**src/rtl/srol_ram.sv**
```systemverilog
`timescale 1ns / 1ps
// ----------------------------------------------------------------------------
// srol_ram
// Generic single-write, single-read RAM with registered read data.
// ----------------------------------------------------------------------------
module srol_ram #(
  parameter int WIDTH = 8,
  parameter int DEPTH = 16,
  localparam int AW = (DEPTH > 1) ? $clog2(DEPTH) : 1
) (
  input  logic             clk,
  input  logic             we,
  input  logic [AW-1:0]    waddr,
  input  logic [WIDTH-1:0] wdata,
  input  logic [AW-1:0]    raddr,
  output logic [WIDTH-1:0] rdata
);

  logic [WIDTH-1:0] mem [DEPTH];

  always_ff @(posedge clk) begin
    if (we) begin
      mem[waddr] <= wdata;
    end
    rdata <= mem[raddr];
  end

endmodule

```
**config.mk**
```make
export PLATFORM = sky130hd
export DESIGN_NAME = srol_ram
export DESIGN_NICKNAME = d
export VERILOG_FILES = /design/src/rtl/srol_ram.sv
export SDC_FILE = /design/constraint.sdc
export NUM_CORES = 1
export LEC_CHECK = 0
export ABC_AREA = 1
export BUFFER_PORTS_ARGS = -buffer_cell sky130_fd_sc_hd__buf_2
export CAP_MARGIN = 20
export CORE_ASPECT_RATIO = 0.7
export CORE_MARGIN = 1
export CORE_UTILIZATION = 40
export CTS_CLUSTER_SIZE = 8
export DETAILED_ROUTE_END_ITERATION = 6
export PLACE_DENSITY = 0.64
export SLEW_MARGIN = 20
export SYNTH_ARGS = -nofsm -noshare
export SYNTH_HDL_FRONTEND = slang
export SYNTH_SLANG_ARGS = --single-unit
```
**constraint.sdc**
```tcl
create_clock -name clk -period 1.5 [get_ports clk]
set_input_delay 0.225 -clock clk [delete_from_list [all_inputs] [get_ports clk]]
set_output_delay 0.225 -clock clk [all_outputs]
set_load 0.03 [all_outputs]
```
# Yosys cells after proc, flatten, opt, wreduce, memory -nomap -nowiden
# Memories as Yosys holds them, arrays and structs flattened. A register that Yosys moved wholly into a read port is not among the register bits.
# Cells that the tools add are included.
# W data, S select, Z words.
[word_totals] n_memories=1 inputBits=18 ram_bits=128 reg_bits=0
[mem_list] memory="mem" words=16 word_bits=8 rd=1 rd_clocked_by_memory_dff=1 wr=1 line_no="19" rtl="logic [WIDTH-1:0] mem [DEPTH];"
[classes] muxes=2
[ops] operator="$mux W1" n=2

# Longest topological paths before layout
# Gate-level depths: netlist (run 1).
[logic_depth] word_depth=2 depth_mapped=8 ltp_nobuf=7

# Worst setup path after synthesis (run 1)
# Ideal clock, no wire load.
[synth_timing] kind="input -> register" from="in waddr[2]" to="mem mem[10][0], enable pin" slack_ns=0.324 t_arrival_ns=0.806 t_required_ns=1.130 stages=2 path_cell_list="nand3b_1 > nor2_1"
[synth_rtl] element="start: declaration" line_no="13" rtl="input logic [AW-1:0] waddr,"
[synth_rtl] element="end: declaration" line_no="19"
# No word-level cell before the write port.

# Worst setup path after layout (run 1)
[layout_timing] from="reg rdata[0] (read register of mem)" to="out rdata[0]"
[layout_rtl] element="start: declaration" line_no="16" rtl="output logic [WIDTH-1:0] rdata"
# No word-level cell between the ends.

==> results.txt, run 1 <==
----------------------------------------------------
[Clock tree]
  Maximum level of the CTS H-tree ... 4
  Post-CTS Setup Repair Bufs ... 0
  Maximum clock insertion buffer count ... 2
  Number of CTS-inserted buffers ... 17
  Worst skew pair latency ... 0.41 ns
  Count of clock tree sinks ... 136
  CTS resizes ... 0
  CTS tree ... built
  Root Buffer Master ... clkbuf_16
  Post-cts hold buffer count ... 0
  Clock-pin slew on the worst setup and hold paths ... 0.05 ns

[Synthesis]
  Yosys Warn Count ... 0
  Async set or reset register ratio after synthesis ... 0%
  Net Count, Synth ... 569
  Synthesized cell area ... 5770 um2
  Leading post-synthesis cells by cell area ... edfxtp_1, nand2_1, nand3_1, inv_1, dfxtp_1
  Library cells used by synthesis ... 12
  Predominant post-synthesis flop cell ... edfxtp_1
  EDFF count, synth ... 128
  Sequential fraction of the synthesis area ... 69.4%
  Cell types with the highest counts after synthesis ... nand2_1, edfxtp_1, inv_1
  Post-Synthesis Cells ... 551
  FF+latch count, synth ... 136
  Area share of the largest cell type after synthesis ... 66.7%
  Top-count cell post-synth ... nand2_1
  Mean Syn Cell Area ... 10.5 um2
  Cell type with the highest aggregate area in the netlist ... edfxtp_1

[Run status]
  Result of the run ... complete, no violations

[Drt]
  First-pass iteration count of the detailed router ... 5
  Routed len/inst ... 16.1 um
  Post-route ant nets ... 0
  Total number of vias ... 3820
  Starting DRC count in detailed routing ... 237
  DRC viols ... 0
  Via-to-Cell Ratio ... 4.78
  Final wirelength ... 12900 um

[Power]
  Part of the total power dissipated in sequential elements ... 49.1%
  Switching power ... 1910 uW
  Switching power as a share of total power ... 21.9%
  Total power density per cell area ... 1300 nW/um2
  VDD IR max ... 0.798 mV
  Portion of total power attributed to the clock network ... 44.6%
  Leakage dissipation ... 0.00292 uW
  Internal power contribution ... 6810 uW
  Power share of the combinational group ... 6.3%

[Finish]
  N_diodes ... 0
  Final core utilization ... 48.0%
  Final cell count without fillers ... 799
  Filler Cell Count ... 1288
  Share of cells above drive strength 1 ... 12.6%
  Final-stage net count ... 614
  Final design instance area without fill ... 6720 um2
  Relative area change from synthesis to final layout ... 16.5%

[Floorplan]
  Initial Util ... 41.2%
  Boundary pin count ... 26
  Die extent in y ... 102 um
  Die Wd ... 146 um
  Die area ... 14900 um2
  Total core area ... 14000 um2
  Std-Cell Rows ... 36

[Global routing]
  Combined global-route utilization of all metal layers ... 18.7%
  Number of antenna violations at the first check in global routing ... 0
  Maximum number of pins on one net before global-route repair ... 49
  Vias in the first global route ... 3707
  Global-route wire length before repair ... 20300 um
  Remaining Overflow, GRT ... 0

[Critical path]
  Cell type of the slowest stage on the worst timing path ... dfxtp_1
  Combined buffer and inverter count along the critical path ... 1
  Largest stage delay on the critical path ... 0.36 ns
  Cells traversed along the worst timing path ... buf_2
  Worst setup path category ... register to output pin
  Arrival @ worst endpoint ... 0.98 ns
  Family with the most delay on the worst path ... flip-flops
  CP endpoint kind ... output pin
  Crit path required time ... 1.27 ns
  Max Fanout on Critical Path ... 1
  Nature of the critical path startpoint ... register

[Placement]
  Placed Instances ... 767
  Cell area after placement ... 6180 um2
  Placer congestion estimate ... 0.933
  DP HPWL ... 8210 um
  Buffers added on ports ... 25

[STA]
  Setup tns final ... 0 ns
  Period utilisation layout ... 80.6%
  Max-slew headroom at the worst pin ... 57.8%
  Maximum clock rate ... 0.827 GHz
  Final hold vios ... 0
  Count of pins over their slew limit ... 0
  Final setup fails ... 0
  Final setup skew ... 0.00351 ns
  Transition time at the pin with the least slew margin ... 0.632 ns
  Shortest period the worst path allows ... 1.21 ns
  Unrepaired setup endpoints after global routing ... false

[Flow run]
  Max Cap Violations ... 0

[Worst hold path]
  Worst hold-check path type ... input port to register

----------------------------------------------------
## flip-flops by register name, summed over array words and instances, names as in the netlist
name,flops
rdata,8
mem,128
## per-layer routing
layer | part of all wire, % | GRT usage, %
met1 | 49 | 26.5
met4 | 0.64 | 5.26
met2 | 45 | 29.1
met5 | 0 | 0
met3 | 5.4 | 4.33
## placed cells by master, fill, tap and decap left out
cell type   instances
buf_4              23
nor2_1             17
clkinv_2            5
clkinv_1            5
buf_2              25
inv_1             100
nand3b_1            2
edfxtp_1          128
clkinvlp_4          1
buf_12              2
clkbuf_1            2
nand3_1            97
clkbuf_16          17
bufinv_16           2
dfxtp_1             8
inv_2               2
nand2_1           173
## final timing paths
check / endpoint / startpoint / depth (start not counted) / slack, ns
worst max register to register: rdata[7]$_DFF_P_ / mem[1][7]$_DFFE_PP_ / 6 / 0.57
worst max-delay path: rdata[0] / rdata[0]$_DFF_P_ / 1 / 0.29
worst min register to register: rdata[1]$_DFF_P_ / mem[13][1]$_DFFE_PP_ / 6 / 0.68
worst min-delay path: rdata[1]$_DFF_P_ / raddr[3] / 3 / 0.20
## stage by stage
stage	hold WS (ns)	power [uW]	setup slack [ns]
6_report	0.197	8710	0.291
5_1_grt	0.204	8980	0.259
4_1_cts	0.177	8760	0.270
3_5_place_dp	0.608	4910	0.177
3_3_place_gp	0.600	4900	0.200
2_1_floorplan	0.324	4700	0.324
## power groups by stage
stage	logic, uW	clock network (uW)	registers, uW
6_report	551	3880	4280
5_1_grt	611	4090	4290
4_1_cts	556	3930	4280
3_5_place_dp	552	0	4360
3_3_place_gp	544	0	4360
2_1_floorplan	300	0	4400
## layout make-up
class | instances | area, um2 | area share (%)
clock inverters | 13 | 111 | 1.66
repair buffers | 50 | 338 | 5.03
multi-input cells | 289 | 1210 | 18.1
flip-flops and latches | 136 | 4000 | 59.6
inverters | 102 | 383 | 5.70
well taps | 190 | 238 | 3.54
clock buffers | 19 | 433 | 6.44
## kinds of logic after synthesis
kind of cell,share of synthesized area (%)
buf+inv,9.52
simple gates,21.0
flops,69.4
Note: power is estimated with default switching activity, not from simulation.
==> run 2: changes to the inputs <==
Settings changed: ABC_AREA 1 to 0, PLACE_DENSITY 0.64 to 0.66.
Clock period 1.5 ns to 1 ns, I/O delays scaled along.
==> results.txt, run 2 <==
----------------------------------------------------
[Run status]
  Result of the run ... finished with violations
  Violated checks ... negative setup slack

[Synthesis]
  Post-Synthesis Cells ... 229 (-58%)
  Library cells used by synthesis ... 19 (+7)
  Leading post-synthesis cells by cell area ... edfxtp_1, mux4_2, mux4_1, dfxtp_1, a22oi_1
  Yosys Warn Count ... 0 (unchanged)
  Predominant post-synthesis flop cell ... edfxtp_1
  FF+latch count, synth ... 136 (unchanged)
  EDFF count, synth ... 128 (unchanged)
  Area share of the largest cell type after synthesis ... 74.7% (+8.0 points)
  Cell type with the highest aggregate area in the netlist ... edfxtp_1
  Cell types with the highest counts after synthesis ... edfxtp_1, mux4_2, a22oi_1
  Synthesized cell area ... 5150 um2 (-11%)
  Top-count cell post-synth ... edfxtp_1
  Mean Syn Cell Area ... 22.5 um2 (+110%)
  Sequential fraction of the synthesis area ... 77.8% (+8.4 points)
  Async set or reset register ratio after synthesis ... 0% (unchanged)
  Net Count, Synth ... 247 (-57%)

[Finish]
  Filler Cell Count ... 958 (-26%)
  Relative area change from synthesis to final layout ... 28.5%
  Biggest regs ... mem (128), rdata (8)
  Leading cell type in the layout, fill and taps excluded ... edfxtp_1
  N_diodes ... 0 (unchanged)
  Share of cells above drive strength 1 ... 49.7% (+37 points)
  Final-stage net count ... 313 (-49%)
  Final cell count without fillers ... 470 (-41%)
  Register containing the most flip-flops in the final layout ... mem
  Most frequent cells in the layout ... edfxtp_1, mux4_2, clkbuf_16, buf_2, buf_12
  Final design instance area without fill ... 6610 um2 (-1.6%)
  Largest register FFs ... 128 (unchanged)

[STA]
  Count of pins over their slew limit ... 0 (unchanged)
  Setup tns final ... -1.82 ns (-1.82 ns)
  Unrepaired setup endpoints after global routing ... true
  Max-slew headroom at the worst pin ... 33.7% (-24 points)
  Transition time at the pin with the least slew margin ... 0.992 ns (+0.360 ns)
  Maximum clock rate ... 0.811 GHz
  Final setup fails ... 16 (+16)
  Final setup skew ... 0.00863 ns (+0.00513 ns)
  Shortest period the worst path allows ... 1.23 ns
  Period utilisation layout ... 123%
  Post-route setup slack ... -0.233 ns (-0.524 ns)
  Final hold vios ... 0 (unchanged)

[Clock tree]
  CTS tree ... built
  Count of clock tree sinks ... 136 (unchanged)
  Maximum level of the CTS H-tree ... 4 (unchanged)
  Post-CTS Setup Repair Bufs ... 0 (unchanged)
  Worst skew pair latency ... 0.42 ns (about the same)
  Maximum clock insertion buffer count ... 2 (unchanged)
  Post-cts hold buffer count ... 0 (unchanged)
  Root Buffer Master ... clkbuf_16
  Clock-pin slew on the worst setup and hold paths ... 0.06 ns (about the same)
  Number of CTS-inserted buffers ... 17 (unchanged)

[Critical path]
  Crit path required time ... 1.30 ns (+0.03 ns)
  CP endpoint kind ... register
  Max Fanout on Critical Path ... 1 (unchanged)
  Cell type of the slowest stage on the worst timing path ... mux4_2
  Largest stage delay on the critical path ... 0.50 ns (+0.14 ns)
  Nature of the critical path startpoint ... register
  Critical path depth in cells ... 3 (+2)
  Worst setup path category ... register to register
  Arrival @ worst endpoint ... 1.54 ns (+0.56 ns)
  Combined buffer and inverter count along the critical path ... 0 (-1)
  Family with the most delay on the worst path ... multiplexers
  Crit Reg-Reg Startpoint ... mem[3][3]$_DFFE_PP_
  Capture point of the worst reg-to-reg path ... rdata[3]$_DFF_P_
  Worst setup path start ... mem[3][3]$_DFFE_PP_
  R2R Setup Slk ... -0.23 ns (-0.80 ns)
  Worst-case reg-to-reg path depth ... 3 (-3)
  Critical path endpoint ... rdata[3]$_DFF_P_
  Cells traversed along the worst timing path ... mux4_2 -> a22oi_2 -> nand2_1

[Global routing]
  Global-route wire length before repair ... 14800 um (-27%)
  Vias in the first global route ... 2629 (-29%)
  Remaining Overflow, GRT ... 0 (unchanged)
  Maximum number of pins on one net before global-route repair ... 21 (-57%)
  Combined global-route utilization of all metal layers ... 16.2% (-2.5 points)
  Number of antenna violations at the first check in global routing ... 0 (unchanged)

[Floorplan]
  Die Wd ... 138 um (-5.4%)
  Initial Util ... 41.3% (+0.13 points)
  Die area ... 13300 um2 (-11%)
  Boundary pin count ... 26 (unchanged)
  Total core area ... 12500 um2 (-11%)
  Std-Cell Rows ... 34 (-5.6%)
  Die extent in y ... 96.9 um (-5.4%)

[Drt]
  Routed len/inst ... 20.1 um (+24%)
  Total number of vias ... 2448 (-36%)
  DRC viols ... 0 (unchanged)
  Final wirelength ... 9440 um (-27%)
  Starting DRC count in detailed routing ... 125 (-47%)
  First-pass iteration count of the detailed router ... 6 (+1)
  Post-route ant nets ... 0 (unchanged)
  Via-to-Cell Ratio ... 5.21 (+8.9%)

[Placement]
  Placer congestion estimate ... 0.710 (-24%)
  Buffers added on ports ... 25 (unchanged)
  Place WS ... -0.517 ns (-0.694 ns)
  Cell area after placement ... 5890 um2 (-4.6%)
  Placed Instances ... 438 (-43%)
  DP HPWL ... 6560 um (-20%)

[Power]
  Leakage dissipation ... 0.00218 uW (-25%)
  PnR Total Power ... 13600 uW (+57%)
  VDD IR max ... 1.22 mV (+53%)
  Total power density per cell area ... 2060 nW/um2 (+59%)

[Worst hold path]
  Worst hold-check path type ... input port to register

[Flow run]
  Max Cap Violations ... 0 (unchanged)

----------------------------------------------------
-- run 2: changes by cell type after synthesis, moves of 4 or more --
cell / delta
a22oi_1: +16
buf_2: -10
inv_1: -100
mux4_1: +14
mux4_2: +18
nand2_1: -164
nand3_1: -96
nor2_1: -4
nor3_1: +4
-- run 2: cell families (layout without fill, tap and decap cells) --
kind of cell / Yosys count / count (layout) / synth area share (%)
DFF: 136 / 136 / 77.8
and+or+nand+nor: 35 / 35 / 3.18
muxes: 32 / 32 / 15.0
AOI/OAI and AO/OA: 16 / 16 / 2.33
buffers and inverters: 10 / 89 / 1.68
-- run 2: worst min-delay path by stage --
stage / to / cells after the start / from / slack, ns
final: mem[12][5]$_DFFE_PP_ / 1 / wdata[5] / 0.12
after global routing: mem[13][0]$_DFFE_PP_ / 1 / wdata[0] / 0.12
after CTS: mem[13][0]$_DFFE_PP_ / 1 / wdata[0] / 0.11
after detailed placement: mem[5][0]$_DFFE_PP_ / 1 / wdata[0] / 0.55
after global placement: mem[4][0]$_DFFE_PP_ / 1 / wdata[0] / 0.54
after floorplan: mem[0][0]$_DFFE_PP_ / 0 / wdata[0] / 0.25
-- run 2: timing repair --
action / CTS / global route
resized for setup: 29 / 7
setup endpoints to repair: 16 / 16
pin swaps: 5 / 3
-- run 2: area by class of cell --
class	count	area (um2)	share of cell area (%)
Multi-Input combinational cell	83	1160	17.5
Clock buffer	18	429	6.49
Sequential cell	136	4010	60.7
Clock inverter	14	181	2.74
Tap cell	162	203	3.07
Timing Repair Buffer	57	628	9.50
-- run 2: report_power, final --
part	internal [uW]	switching [uW]	total, uW
combinational	387	437	824
sequential	6380	48.2	6430
clock	4140	2240	6380
total	10900	2730	13600
-- run 2: per-layer routing --
layer  GRT usage [%]  wire length [um]  share of wire (%)  vias up
li1                -                 -                  -     1096
met1            22.8              4400                 47     1282
met2            23.2              4480                 47       54
met3            5.08               392                4.2       16
met4            6.85               167                1.8        0
met5               0                 0                  0        -
-- run 2: per-stage QoR --
step                      hold WS (ns)  utilization (%)
final                            0.117             53.1
after global routing             0.119             53.1
after CTS                        0.106             52.8
after detailed placement         0.550             47.3
after global placement           0.537             47.3
after floorplan                  0.249                -
